$ cat src/design/bssg_pkg.sv
// Shared types, register indexes and reset values for the bar-synced step gate sequencer.
package bssg_pkg;

    // Configuration register file.
    localparam int CFG_INDEX_W = 3;
    localparam int CFG_DATA_W  = 32;

    typedef enum logic [CFG_INDEX_W-1:0] {
        REG_BAR_LENGTH   = 3'd0,
        REG_RESYNC_BARS  = 3'd1,
        REG_STEP_LENGTH  = 3'd2,
        REG_GATE_LENGTH  = 3'd3,
        REG_STEP_COUNT   = 3'd4,
        REG_PATTERN_BITS = 3'd5
    } cfg_reg_t;

    localparam logic [23:0] RST_BAR_LENGTH   = 24'd96000;
    localparam logic [5:0]  RST_RESYNC_BARS  = 6'd1;
    localparam logic [23:0] RST_STEP_LENGTH  = 24'd6000;
    localparam logic [23:0] RST_GATE_LENGTH  = 24'd3000;
    localparam logic [5:0]  RST_STEP_COUNT   = 6'd16;
    localparam logic [31:0] RST_PATTERN_BITS = 32'd0;

    // Most bars between pattern restarts.
    localparam logic [5:0] MAX_RESYNC_BARS = 6'd32;

    // Width that holds any step number and any step count up to 64.
    localparam int STEP_EXT_W = 7;

    typedef struct packed {
        logic [23:0] bar_length;
        logic [5:0]  resync_bars;
        logic [23:0] step_length;
        logic [23:0] gate_length;
        logic [5:0]  step_count;
        logic [31:0] pattern_bits;
    } cfg_t;

    typedef struct packed {
        logic       gate_open;
        logic [4:0] step_index;
        logic       step_start;
    } result_t;

endpackage

$ cat src/design/bar_synced_step_gate_sequencer_top.sv
// Top level of the bar-synced step gate sequencer: handshake registers around the core.
// An accepted input word passes through the input register and then the result register.
// Throughput: one word per cycle; the input register and the result register
// form a two-stage pipe that stalls only while the result register is held.
// Reset (aresetn low, synchronous) empties both stages, loads the register
// defaults and clears the counters, with the gate counter marked idle.
module bar_synced_step_gate_sequencer_top #(
    parameter int MAX_STEPS  = 32,
    parameter int COUNT_BITS = 24
) (
    input  logic                                aclk,
    input  logic                                aresetn,
    input  logic                                s_valid,
    output logic                                s_ready,
    input  logic                                s_playing,
    output logic                                m_valid,
    input  logic                                m_ready,
    output logic                                m_gate_open,
    output logic [4:0]                          m_step_index,
    output logic                                m_step_start,
    input  logic                                cfg_valid,
    output logic                                cfg_ready,
    input  logic [bssg_pkg::CFG_INDEX_W-1:0]    cfg_index,
    input  logic [bssg_pkg::CFG_DATA_W-1:0]     cfg_data
);
    import bssg_pkg::*;

    cfg_t    cfg;
    result_t res;
    result_t res_reg;
    logic    in_valid_reg;
    logic    in_playing_reg;
    logic    out_valid_reg;
    logic    advance;

    // Configuration writes are always taken.
    assign cfg_ready = 1'b1;

    bssg_cfg_regs u_cfg (
        .aclk      (aclk),
        .aresetn   (aresetn),
        .cfg_valid (cfg_valid),
        .cfg_index (cfg_index),
        .cfg_data  (cfg_data),
        .cfg       (cfg)
    );

    // The held word moves to the result register when that register is free.
    assign advance = in_valid_reg && (!out_valid_reg || m_ready);
    assign s_ready = !in_valid_reg || advance;

    bssg_core #(
        .MAX_STEPS  (MAX_STEPS),
        .COUNT_BITS (COUNT_BITS)
    ) u_core (
        .aclk    (aclk),
        .aresetn (aresetn),
        .tick_en (advance),
        .playing (in_playing_reg),
        .cfg     (cfg),
        .res     (res)
    );

    // Input register.
    always_ff @(posedge aclk) begin
        if (!aresetn) begin
            in_valid_reg <= 1'b0;
        end else if (s_ready) begin
            in_valid_reg <= s_valid;
        end
    end

    always_ff @(posedge aclk) begin
        if (s_ready && s_valid) begin
            in_playing_reg <= s_playing;
        end
    end

    // Result register.
    always_ff @(posedge aclk) begin
        if (!aresetn) begin
            out_valid_reg <= 1'b0;
        end else if (advance) begin
            out_valid_reg <= 1'b1;
        end else if (m_ready) begin
            out_valid_reg <= 1'b0;
        end
    end

    always_ff @(posedge aclk) begin
        if (advance) begin
            res_reg <= res;
        end
    end

    assign m_valid      = out_valid_reg;
    assign m_gate_open  = res_reg.gate_open;
    assign m_step_index = res_reg.step_index;
    assign m_step_start = res_reg.step_start;

endmodule

$ cat src/design/bssg_cfg_regs.sv
// Configuration register file of the bar-synced step gate sequencer.
module bssg_cfg_regs (
    input  logic                                aclk,
    input  logic                                aresetn,
    input  logic                                cfg_valid,
    input  logic [bssg_pkg::CFG_INDEX_W-1:0]    cfg_index,
    input  logic [bssg_pkg::CFG_DATA_W-1:0]     cfg_data,
    output bssg_pkg::cfg_t                      cfg
);
    import bssg_pkg::*;

    cfg_t cfg_reg;
    cfg_t cfg_next;

    // Decode the write word; unknown indexes leave the registers alone.
    always_comb begin
        cfg_next = cfg_reg;
        if (cfg_valid) begin
            case (cfg_reg_t'(cfg_index))
                REG_BAR_LENGTH:   cfg_next.bar_length   = cfg_data[23:0];
                REG_RESYNC_BARS:  cfg_next.resync_bars  = cfg_data[5:0];
                REG_STEP_LENGTH:  cfg_next.step_length  = cfg_data[23:0];
                REG_GATE_LENGTH:  cfg_next.gate_length  = cfg_data[23:0];
                REG_STEP_COUNT:   cfg_next.step_count   = cfg_data[5:0];
                REG_PATTERN_BITS: cfg_next.pattern_bits = cfg_data[31:0];
                default:          cfg_next = cfg_reg;
            endcase
        end
    end

    always_ff @(posedge aclk) begin
        if (!aresetn) begin
            cfg_reg.bar_length   <= RST_BAR_LENGTH;
            cfg_reg.resync_bars  <= RST_RESYNC_BARS;
            cfg_reg.step_length  <= RST_STEP_LENGTH;
            cfg_reg.gate_length  <= RST_GATE_LENGTH;
            cfg_reg.step_count   <= RST_STEP_COUNT;
            cfg_reg.pattern_bits <= RST_PATTERN_BITS;
        end else begin
            cfg_reg <= cfg_next;
        end
    end

    assign cfg = cfg_reg;

endmodule

$ cat src/design/bssg_core.sv
// Sequencer state registers and the per-tick next-state logic.
module bssg_core #(
    parameter int MAX_STEPS  = 32,
    parameter int COUNT_BITS = 24
) (
    input  logic                aclk,
    input  logic                aresetn,
    input  logic                tick_en,
    input  logic                playing,
    input  bssg_pkg::cfg_t      cfg,
    output bssg_pkg::result_t   res
);
    import bssg_pkg::*;

    localparam int CW = COUNT_BITS;
    localparam int EW = (COUNT_BITS > 24) ? COUNT_BITS : 24;
    localparam int SW = (MAX_STEPS > 2) ? $clog2(MAX_STEPS) : 1;
    localparam int XW = STEP_EXT_W;

    logic [CW-1:0] bar_pos_reg, bar_pos_next;
    logic [4:0]    bar_num_reg, bar_num_next;
    logic [CW-1:0] step_pos_reg, step_pos_next;
    logic [SW-1:0] step_num_reg, step_num_next;
    logic [CW-1:0] gate_count_reg, gate_count_next;
    logic          gate_idle_reg, gate_idle_next;
    logic          gate_flag_reg, gate_flag_next;
    logic          prev_playing_reg;

    logic [23:0]   blen, slen, glen;
    logic [EW-1:0] blen_m1_ext, slen_m1_ext;
    logic [5:0]    nbars;
    logic [XW-1:0] nsteps_raw, nsteps;
    logic          play_edge;
    logic [CW-1:0] bar_pos_a, bar_inc, step_pos_a, step_inc, gate_inc;
    logic [4:0]    bar_num_a;
    logic [5:0]    bar_num_p1;
    logic [4:0]    bar_num_b;
    logic          resync;
    logic [SW-1:0] step_num_a;
    logic [XW-1:0] step_num_p1, step_num_ext;
    logic          started;
    logic          pat_bit;

    // Effective moduli: zero acts as one, and the counts are clamped.
    always_comb begin
        blen = (cfg.bar_length  == 24'd0) ? 24'd1 : cfg.bar_length;
        slen = (cfg.step_length == 24'd0) ? 24'd1 : cfg.step_length;
        glen = (cfg.gate_length == 24'd0) ? 24'd1 : cfg.gate_length;
        blen_m1_ext = EW'(blen - 24'd1);
        slen_m1_ext = EW'(slen - 24'd1);
        if (cfg.resync_bars == 6'd0) begin
            nbars = 6'd1;
        end else if (cfg.resync_bars > MAX_RESYNC_BARS) begin
            nbars = MAX_RESYNC_BARS;
        end else begin
            nbars = cfg.resync_bars;
        end
        nsteps_raw = (cfg.step_count == 6'd0) ? XW'(1) : XW'(cfg.step_count);
        nsteps = (nsteps_raw > XW'(MAX_STEPS)) ? XW'(MAX_STEPS) : nsteps_raw;
    end

    // Bar counters, with the preset on a stopped-to-playing edge.
    always_comb begin
        play_edge  = playing && !prev_playing_reg;
        bar_pos_a  = play_edge ? blen_m1_ext[CW-1:0] : bar_pos_reg;
        bar_num_a  = play_edge ? 5'(nbars - 6'd1) : bar_num_reg;
        bar_inc    = bar_pos_a + CW'(1);
        bar_pos_next = (EW'(bar_inc) >= EW'(blen)) ? '0 : bar_inc;
        bar_num_p1 = {1'b0, bar_num_a} + 6'd1;
        bar_num_b  = (bar_num_p1 >= nbars) ? 5'd0 : bar_num_p1[4:0];
        bar_num_next = (bar_pos_next == '0) ? bar_num_b : bar_num_a;
        resync     = (bar_pos_next == '0) && (bar_num_b == 5'd0);
    end

    // Step counters, gate close and then gate open on step start.
    always_comb begin
        step_pos_a = resync ? slen_m1_ext[CW-1:0] : step_pos_reg;
        step_num_a = resync ? SW'(nsteps - XW'(1)) : step_num_reg;
        step_inc   = step_pos_a + CW'(1);
        step_pos_next = (EW'(step_inc) >= EW'(slen)) ? '0 : step_inc;
        started    = (step_pos_next == '0);

        gate_count_next = gate_count_reg;
        gate_idle_next  = gate_idle_reg;
        gate_flag_next  = gate_flag_reg;
        gate_inc = gate_count_reg + CW'(1);
        if (!gate_idle_reg) begin
            gate_count_next = (EW'(gate_inc) >= EW'(glen)) ? '0 : gate_inc;
            if (gate_count_next == '0) begin
                gate_idle_next = 1'b1;
                gate_flag_next = 1'b0;
            end
        end

        step_num_p1   = XW'(step_num_a) + XW'(1);
        step_num_next = step_num_a;
        if (started) begin
            step_num_next = (step_num_p1 >= nsteps) ? '0 : step_num_p1[SW-1:0];
        end
        step_num_ext = XW'(step_num_next);
        pat_bit = (step_num_ext < XW'(32)) && cfg.pattern_bits[step_num_ext[4:0]];
        if (started && pat_bit) begin
            gate_count_next = CW'(1);
            gate_idle_next  = 1'b0;
            gate_flag_next  = 1'b1;
        end

        res.gate_open  = gate_flag_next;
        res.step_index = step_num_ext[4:0];
        res.step_start = started;
    end

    // State update, one tick per accepted word.
    always_ff @(posedge aclk) begin
        if (!aresetn) begin
            bar_pos_reg      <= '0;
            bar_num_reg      <= '0;
            step_pos_reg     <= '0;
            step_num_reg     <= '0;
            gate_count_reg   <= '0;
            gate_idle_reg    <= 1'b1;
            gate_flag_reg    <= 1'b0;
            prev_playing_reg <= 1'b0;
        end else if (tick_en) begin
            bar_pos_reg      <= bar_pos_next;
            bar_num_reg      <= bar_num_next;
            step_pos_reg     <= step_pos_next;
            step_num_reg     <= step_num_next;
            gate_count_reg   <= gate_count_next;
            gate_idle_reg    <= gate_idle_next;
            gate_flag_reg    <= gate_flag_next;
            prev_playing_reg <= playing;
        end
    end

endmodule

$ cat config.mk
export PLATFORM = sky130hd
export DESIGN_NAME = bar_synced_step_gate_sequencer_top
export DESIGN_NICKNAME = d
export VERILOG_FILES = /design/src/design/bssg_pkg.sv /design/src/design/bar_synced_step_gate_sequencer_top.sv /design/src/design/bssg_cfg_regs.sv /design/src/design/bssg_core.sv
export SDC_FILE = /design/constraint.sdc
export NUM_CORES = 1
export LEC_CHECK = 0
export BUFFER_PORTS_ARGS = -buffer_cell sky130_fd_sc_hd__buf_2
export CAP_MARGIN = 15
export CORE_ASPECT_RATIO = 1.25
export CORE_UTILIZATION = 55
export DETAILED_ROUTE_END_ITERATION = 12
export PLACE_DENSITY = 0.69
export SYNTH_ARGS = -nofsm -noshare
export SYNTH_HDL_FRONTEND = slang
export SYNTH_SLANG_ARGS = --single-unit
$ cat constraint.sdc
create_clock -name aclk -period 19.14 [get_ports aclk]
set_input_delay 0.957 -clock aclk [delete_from_list [all_inputs] [get_ports aclk]]
set_output_delay 0.957 -clock aclk [all_outputs]
set_load 0.03 [all_outputs]
==> results.md, run 1 <==
- Sequential area share after synthesis: 26.80%
- Setup TNS: 0 ps
- Slowest CP cell: o31ai_1
- Required @ worst endpoint: 19,600 ps
- Die Ht: about 190 um
- GR Util met2: between 50% and 60%
- Logic gate share of total power: between 30% and 40%
- Initial antenna violation count: 0
- DIE AREA: 0.02989 mm2
- Pint: about 900 uW
- Final Setup Violations: 0
- Final cycle utilization of the critical path: roughly 77%
- Detailed-route wire length: around 47,000 um
- Clock power share: a little over a third
- Fmax: between 60 and 70 MHz
- Post-DP Area: between 0.015 and 0.02 mm2
- Actual slew at the worst max-slew pin: 1100 ps
- Tmin final: 14,800 ps
- CP startpoint kind: flip-flop
- Post-synthesis cell area: about 0.016 mm2
- Area leader, netlist: dfxtp_1
- Most used cell, CP: ha_1
- Fill count: around 2,700
- Vias/cell: 6.148
- CTS tree: yes
- Post-CTS Setup Repair Bufs: 0
- Met1 Usage GRT: between 40% and 50%
- Crit Path Category: flip-flop to flip-flop
- Synth-to-layout area growth: 7.604%
- Final Hold Fails: 0
- Global route overflow: 0
- Net Sw Frac: roughly 35%
- Max Cap Violations: 0
- P_leak: 0.006662 uW
- Power per cell area: between 80 and 90 mW/mm2
- I/O Pins: 51
- Avg Cell Area, Syn: 7.755 um2
- Crit Path Max Fanout: 31
- Later-pin clock latency in the skew report: around 550 ps
- Post-cts resize count: 0
- Flops & latches, synth: 211
- Final #Nets: 2,183
- Sequential share of power: 34.2%
- Root buf cell: clkbuf_16
- GRT busiest layer: met2
- Syn Inst Count: 2,071
- Nature of the critical path endpoint: flip-flop
- Outcome: complete, no violations
- Clk sinks: between 200 and 250
- H-Tree Depth: 1
- Unrepaired setup endpoints after global routing: false
- Port Buffers: 49
- Die width: between 150 and 200 um
- Met3 Track Usage GR: between 3 and 4%
- Final antenna diode count: 0
- Ranking of synthesized cells by area: dfxtp_1 (25%), nand2_1 (8.5%), ha_1 (7.2%)
- Worst Skew: 18.72 ps
- DR iter-0 viols: approximately 1,100
- # DRC: 0
- DR WL/cell: 18.95 um
- Layout cells sized above 1: 8.999%
- Largest net degree at the start of global routing: between 90 and 100
- Pre-Repair DR Iteration Count: 5
- Top FF cell, synth: dfxtp_1
- Post-DP HPWL: approximately 35,000 um
- Routability cong.: 0.9501
- Post-route cell area: 0.01728 mm2
- Antenna Nets Post-Route: 0
- Rows: 69
- Vias in the first global route: about 14,000
- Final slew viol count: 0
- Synth cell types: approximately 110
- Post-synth EDFFs: 8
- Vias: ~15,000
- Ys Warns: 0
- Mapped Nets: between 2,000 and 2,500
- Async S/R FF share, synth: 0%
- Relative slew slack: between 20% and 30%
- Gr usage total: 31.15%
- Share of Yosys cell area claimed by the top area cell type: between 20 and 30%
- Max FFs per register: 116
- Reg clk slew, reported paths: ~60 ps
- Net Sw Power: between 400 and 500 uW
- Peak VDD IR: around 76 uV
- Core Box Area: about 0.029 mm2
- WP data arrival: between 15,000 and 20,000 ps
- Cts hold-fix bufs: 0
- Critical path's largest stage delay: ~860 ps
- CTS max path bufs: 3
- First-pass GRT wire length: about 75,000 um
- Cts bufs inserted: 25
- Min-delay worst type: flip-flop to flip-flop
- Initial Utilization: a little under three fifths
worst paths after layout:
| path | from | endpoint | slack, ps | cells after the start |
|---|---|---|---|---|
| setup / recovery | u_cfg.cfg[108] | u_core.gate_count_reg[6] | 4340 | 48 |
| hold / removal | u_cfg.cfg[5] | u_cfg.cfg[5] | 470 | 2 |
| setup reg to reg | u_cfg.cfg[108] | u_core.gate_count_reg[6] | 4340 | 48 |
| hold reg to reg | u_cfg.cfg[5] | u_cfg.cfg[5] | 470 | 2 |
cell families after synthesis:
| logic type | after synthesis | synth area share (%) |
|---|---|---|
| buffers and inverters | 233 | 5.866 |
| other | 1 | 0.02335 |
| AO/OA/AOI/OAI | 484 | 22.60 |
| flip-flops | 211 | 26.80 |
| adder cells (fa/ha/maj) | 93 | 7.245 |
| AND/OR/NAND/NOR | 878 | 27.52 |
| multiplexers | 57 | 3.732 |
| XOR/XNOR | 114 | 6.217 |
cells in the mapped netlist (all sizes together) (9+ instances only):
master    n
a211oi   17
clkbuf   86
o21ai    51
and3     25
and2     20
or2      14
a21o     47
inv     120
nand3   110
xnor2    67
buf      26
nor2     98
nor3     40
nand4    43
mux2     10
mux2i    47
nand2b   24
ha       93
nor2b    25
o211ai   36
nor4     47
a31oi    15
a32o     11
a21boi  133
dfxtp   203
or4      13
xor2     47
o31ai    13
nor3b    10
a21oi    53
nand2   364
or3      20
o211a     9
cells in the final DEF (no fill, tap or decap), drive strengths merged, types with 13 or more instances in the layout:
cell | synthesis | final
or3 | 20 | 20
nor2b | 25 | 25
nand2b | 24 | 24
a21o | 47 | 47
o21ai | 51 | 51
a211oi | 17 | 17
and3 | 25 | 25
a31oi | 15 | 15
and2 | 20 | 20
or2 | 14 | 14
nor2 | 98 | 98
or4 | 13 | 13
buf | 26 | 63
a21boi | 133 | 133
ha | 93 | 93
o31ai | 13 | 13
nor3 | 40 | 40
nand2 | 364 | 364
clkbuf | 86 | 35
mux2i | 47 | 47
nor4 | 47 | 47
o211ai | 36 | 36
dfxtp | 203 | 203
nand3 | 110 | 110
a21oi | 53 | 53
nand4 | 43 | 43
xor2 | 47 | 47
inv | 120 | 121
xnor2 | 67 | 67
critical path, delay by kind of cell, from the launching register on:
family / cells / cell delay [ps]
muxes: 2 / 580
DFF: 1 / 340
and+or+nand+nor: 18 / 5230
buffers and inverters: 2 / 410
xor gates and xnor gates: 1 / 150
AOI/OAI and AO/OA: 21 / 6630
adders and majority gates: 4 / 1340
power groups by stage:
stage	logic [uW]	clock network, uW	registers, uW
floorplan	315	0	485
global placement	402	0	485
detailed placement	407	0	486
CTS	409	506	476
global route	453	524	478
finish	417	498	476
cell type report:
| class | count | area, um2 | area share, % |
|---|---|---|---|
| Clock inverter | 10 | 141.4 | 0.8181 |
| Multi-Input combinational cell | 1627 | 10830 | 62.68 |
| Inverter | 121 | 454.2 | 2.628 |
| Timing Repair Buffer | 63 | 357.8 | 2.071 |
| Sequential cell | 211 | 4304 | 24.91 |
| Tap cell | 390 | 488.0 | 2.824 |
| Clock buffer | 35 | 703.2 | 4.069 |
stage by stage:
step / util (%) / worst slack (ps) / hold slack, ps / total power, uW / std cells
after floorplan: - / 7552 / 435.8 / 800.0 / 2071
final: 60.48 / 4341 / 468.6 / 1391 / 2457
after global routing: 60.48 / 3343 / 488.8 / 1456 / 2457
after CTS: 60.41 / 4581 / 471.7 / 1391 / 2455
after global placement: 57.45 / 5113 / 447.8 / 887.8 / 2410
after detailed placement: 57.45 / 4646 / 458.8 / 892.0 / 2410
per-layer routing:
layer / part of all wire (%) / up-vias
met4: 2.6 / 0
met5: 0 / -
met1: 45 / 7114
li1: - / 7384
met2: 47 / 531
met3: 6.2 / 76
Note: power is estimated with default switching activity, not from simulation.
==> inputs of run 2 (changes only) <==
--- a/config.mk
+++ b/config.mk
@@ -10,7 +10,7 @@
 export CORE_ASPECT_RATIO = 1.25
 export CORE_UTILIZATION = 55
 export DETAILED_ROUTE_END_ITERATION = 12
-export PLACE_DENSITY = 0.69
+export PLACE_DENSITY = 0.72
 export SYNTH_ARGS = -nofsm -noshare
 export SYNTH_HDL_FRONTEND = slang
 export SYNTH_SLANG_ARGS = --single-unit
==> constraint.sdc (replaced) <==
create_clock -name aclk -period 12.8 [get_ports aclk]
set_input_delay 0.64 -clock aclk [delete_from_list [all_inputs] [get_ports aclk]]
set_output_delay 0.64 -clock aclk [all_outputs]
set_load 0.03 [all_outputs]
==> run 2 against run 1 <==
Effect of this change: worst setup slack got worse by 3500 ps; register-to-register slack got worse by 3500 ps; combinational power rose by 59%; critical endpoint is now u_core.gate_count_reg[9]; largest power group unchanged.
==> results.md, run 2 (synthesis gave the netlist of run 1 again) <==
- Die width: 154.8 um (unchanged)
- Fill count: 2,602 (-3.6%)
- Slowest CP cell: or3_1
- Detailed-route wire length: 47,030 um (+1.0%)
- Tmin final: 11,990 ps (-2811 ps)
- Nature of the critical path endpoint: flip-flop
- Antenna Nets Post-Route: 0 (unchanged)
- Non-filler cells, final: 2,477 (+0.81%)
- Setup TNS: 0 ps (unchanged)
- Final #Nets: 2,203 (+0.92%)
- Multi-input combinational cell area: 0.01092 mm2 (+0.83%)
- Power per cell area: 121.5 mW/mm2 (+51%)
- Peak VDD IR: 120.3 uV (+57%)
- CTS max path bufs: 3 (unchanged)
- Rows: 69 (unchanged)
- Reg clk slew, reported paths: 60 ps (about the same)
- Synth-to-layout area growth: 9.248%
- Post-DP HPWL: 35,410 um (+1.9%)
- WP data arrival: 12,450 ps (-2800 ps)
- Pre-Repair DR Iteration Count: 5 (unchanged)
- Register area: 0.004307 mm2 (about the same)
- P_leak: 0.006797 uW (+2.0%)
- Fmax: 83.42 MHz (+23%)
- Vias/cell: 6.165 (+0.28%)
- Dpl cells: 2,428 (+0.75%)
- CP startpoint kind: flip-flop
- CTS tree: yes
- Core Box Area: 0.02858 mm2 (unchanged)
- Final Hold Fails: 0 (unchanged)
- Cts bufs inserted: 24 (-4.0%)
- Vias in the first global route: 14,420 (+2.1%)
- Initial antenna violation count: 0 (unchanged)
- # DRC: 0 (unchanged)
- DIE AREA: 0.02989 mm2 (unchanged)
- Most used cell, CP: a21o_1
- Die Ht: 193.1 um (unchanged)
- Hold EP: in_playing_reg
- Gr usage total: 31.33% (+0.18 points)
- Global route overflow: 0 (unchanged)
- Layout cells sized above 1: 10.40% (+1.4 points)
- Crit Path Category: flip-flop to flip-flop
- Max Cap Violations: 0 (unchanged)
- H-Tree Depth: 1 (unchanged)
- Flop2flop setup slack: 810 ps (-3530 ps)
- Largest net degree at the start of global routing: 119 (+23%)
- Min-delay worst type: input pin to flip-flop
- Initial Utilization: 56.20% (unchanged)
- Unrepaired setup endpoints after global routing: false
- Clk sinks: 211 (unchanged)
- Cts hold-fix bufs: 0 (unchanged)
- Max FFs per register: 116 (unchanged)
- Commonest non-fill, non-tap cell in the layout: nand2_1
- Routability cong.: 0.9504 (about the same)
- Most frequent cells in the layout: nand2_1 (362), dfxtp_1 (201), a21boi_0 (131), inv_1 (115), nand3_1 (110)
- Root buf cell: clkbuf_16
- Final Setup Violations: 0 (unchanged)
- Vias: 15,270 (+1.1%)
- Reg-to-reg endpoint: u_core.gate_count_reg[9]
- Min-delay src: s_playing
- Later-pin clock latency in the skew report: 580 ps (+30 ps)
- Worst r2r path cells: 53 (+10%)
- First-pass GRT wire length: 74,930 um (about the same)
- Crit Reg-Reg Startpoint: u_cfg.cfg[112]
- I/O Pins: 51 (unchanged)
- Critical path's largest stage delay: 540 ps (-320 ps)
- Worst hold stages: 1 (-1)
- DR WL/cell: 18.99 um (+0.18%)
- Final antenna diode count: 0 (unchanged)
- Crit Path Max Fanout: 13 (-58%)
- Final hold slack: 236.9 ps (-231.7 ps)
- Required @ worst endpoint: 13,270 ps (-6330 ps)
- Relative slew slack: 20.78% (-5.4 points)
- Post-layout util: 61.40% (+0.92 points)
- Outcome: complete, no violations
- Final slew viol count: 0 (unchanged)
- DR iter-0 viols: 1,054 (-4.7%)
- Final cycle utilization of the critical path: 93.66% (+16 points)
- Worst Skew: 27.64 ps (+8.919 ps)
- Actual slew at the worst max-slew pin: 1179 ps (+79.16 ps)
- Port Buffers: 49 (unchanged)
-- run 2: critical path, delay by kind of cell, from the launching register on --
| kind | cells | cell delay, ps |
|---|---|---|
| adder cells (fa/ha/maj) | 4 | 950 |
| multiplexers | 1 | 150 |
| AND/OR/NAND/NOR | 15 | 3660 |
| AO/OA/AOI/OAI | 27 | 5700 |
| XOR/XNOR | 1 | 150 |
| buffers and inverters | 5 | 850 |
| flip-flops | 1 | 390 |
-- run 2: area by class of cell --
| class | instances | area share, % |
|---|---|---|
| repair buffers | 83 | 2.888 |
| clock buffers | 31 | 3.744 |
| multi-input cells | 1628 | 62.25 |
| inverters | 121 | 2.589 |
| clock inverters | 13 | 1.198 |
| flip-flops and latches | 211 | 24.55 |
| well taps | 390 | 2.781 |
-- run 2: power breakdown --
group | total [uW] | switching (uW) | leakage (uW) | internal, uW
Combinational | 661 | 422 | 0.00467 | 239
Clock | 759 | 311 | 0.000409 | 449
Sequential | 712 | 23.3 | 0.00172 | 689
Total | 2130 | 756 | 0.00680 | 1380
-- run 2: worst max path at each step --
stage | startpoint | to | slack, ps
finish | u_cfg.cfg[112] | u_core.gate_count_reg[9] | 810
global placement | u_cfg.cfg[108] | u_core.gate_count_reg[21] | 940
floorplan | u_cfg.cfg[108] | u_core.gate_count_reg[2] | 1210
CTS | u_cfg.cfg[108] | u_core.gate_count_reg[22] | 490
detailed placement | u_cfg.cfg[108] | u_core.gate_count_reg[9] | 530
global route | u_cfg.cfg[101] | u_core.gate_count_reg[19] | 0.8
-- run 2: through the flow --
step	cell area [um2]	total power [uW]	setup slack, ps
6_report	17550	2133	812.1
5_1_grt	17550	2227	0.7638
4_1_cts	17420	2119	491.0
3_5_place_dp	16550	1362	527.4
3_3_place_gp	16550	1351	938.0
2_1_floorplan	16060	1196	1212
-- run 2: layer usage --
layer,vias to the layer above,wire length (um),track usage (%)
met5,-,0,0
met2,447,22720,55.31
li1,7409,-,-
met4,0,2031,14.43
met3,127,2581,4.224
met1,7288,19700,37.84
-- run 2: what timing repair did --
action | in CTS | in global routing
buffers inserted | 0 | 4
resized for setup | 0 | 17
setup endpoints to repair | 0 | 27
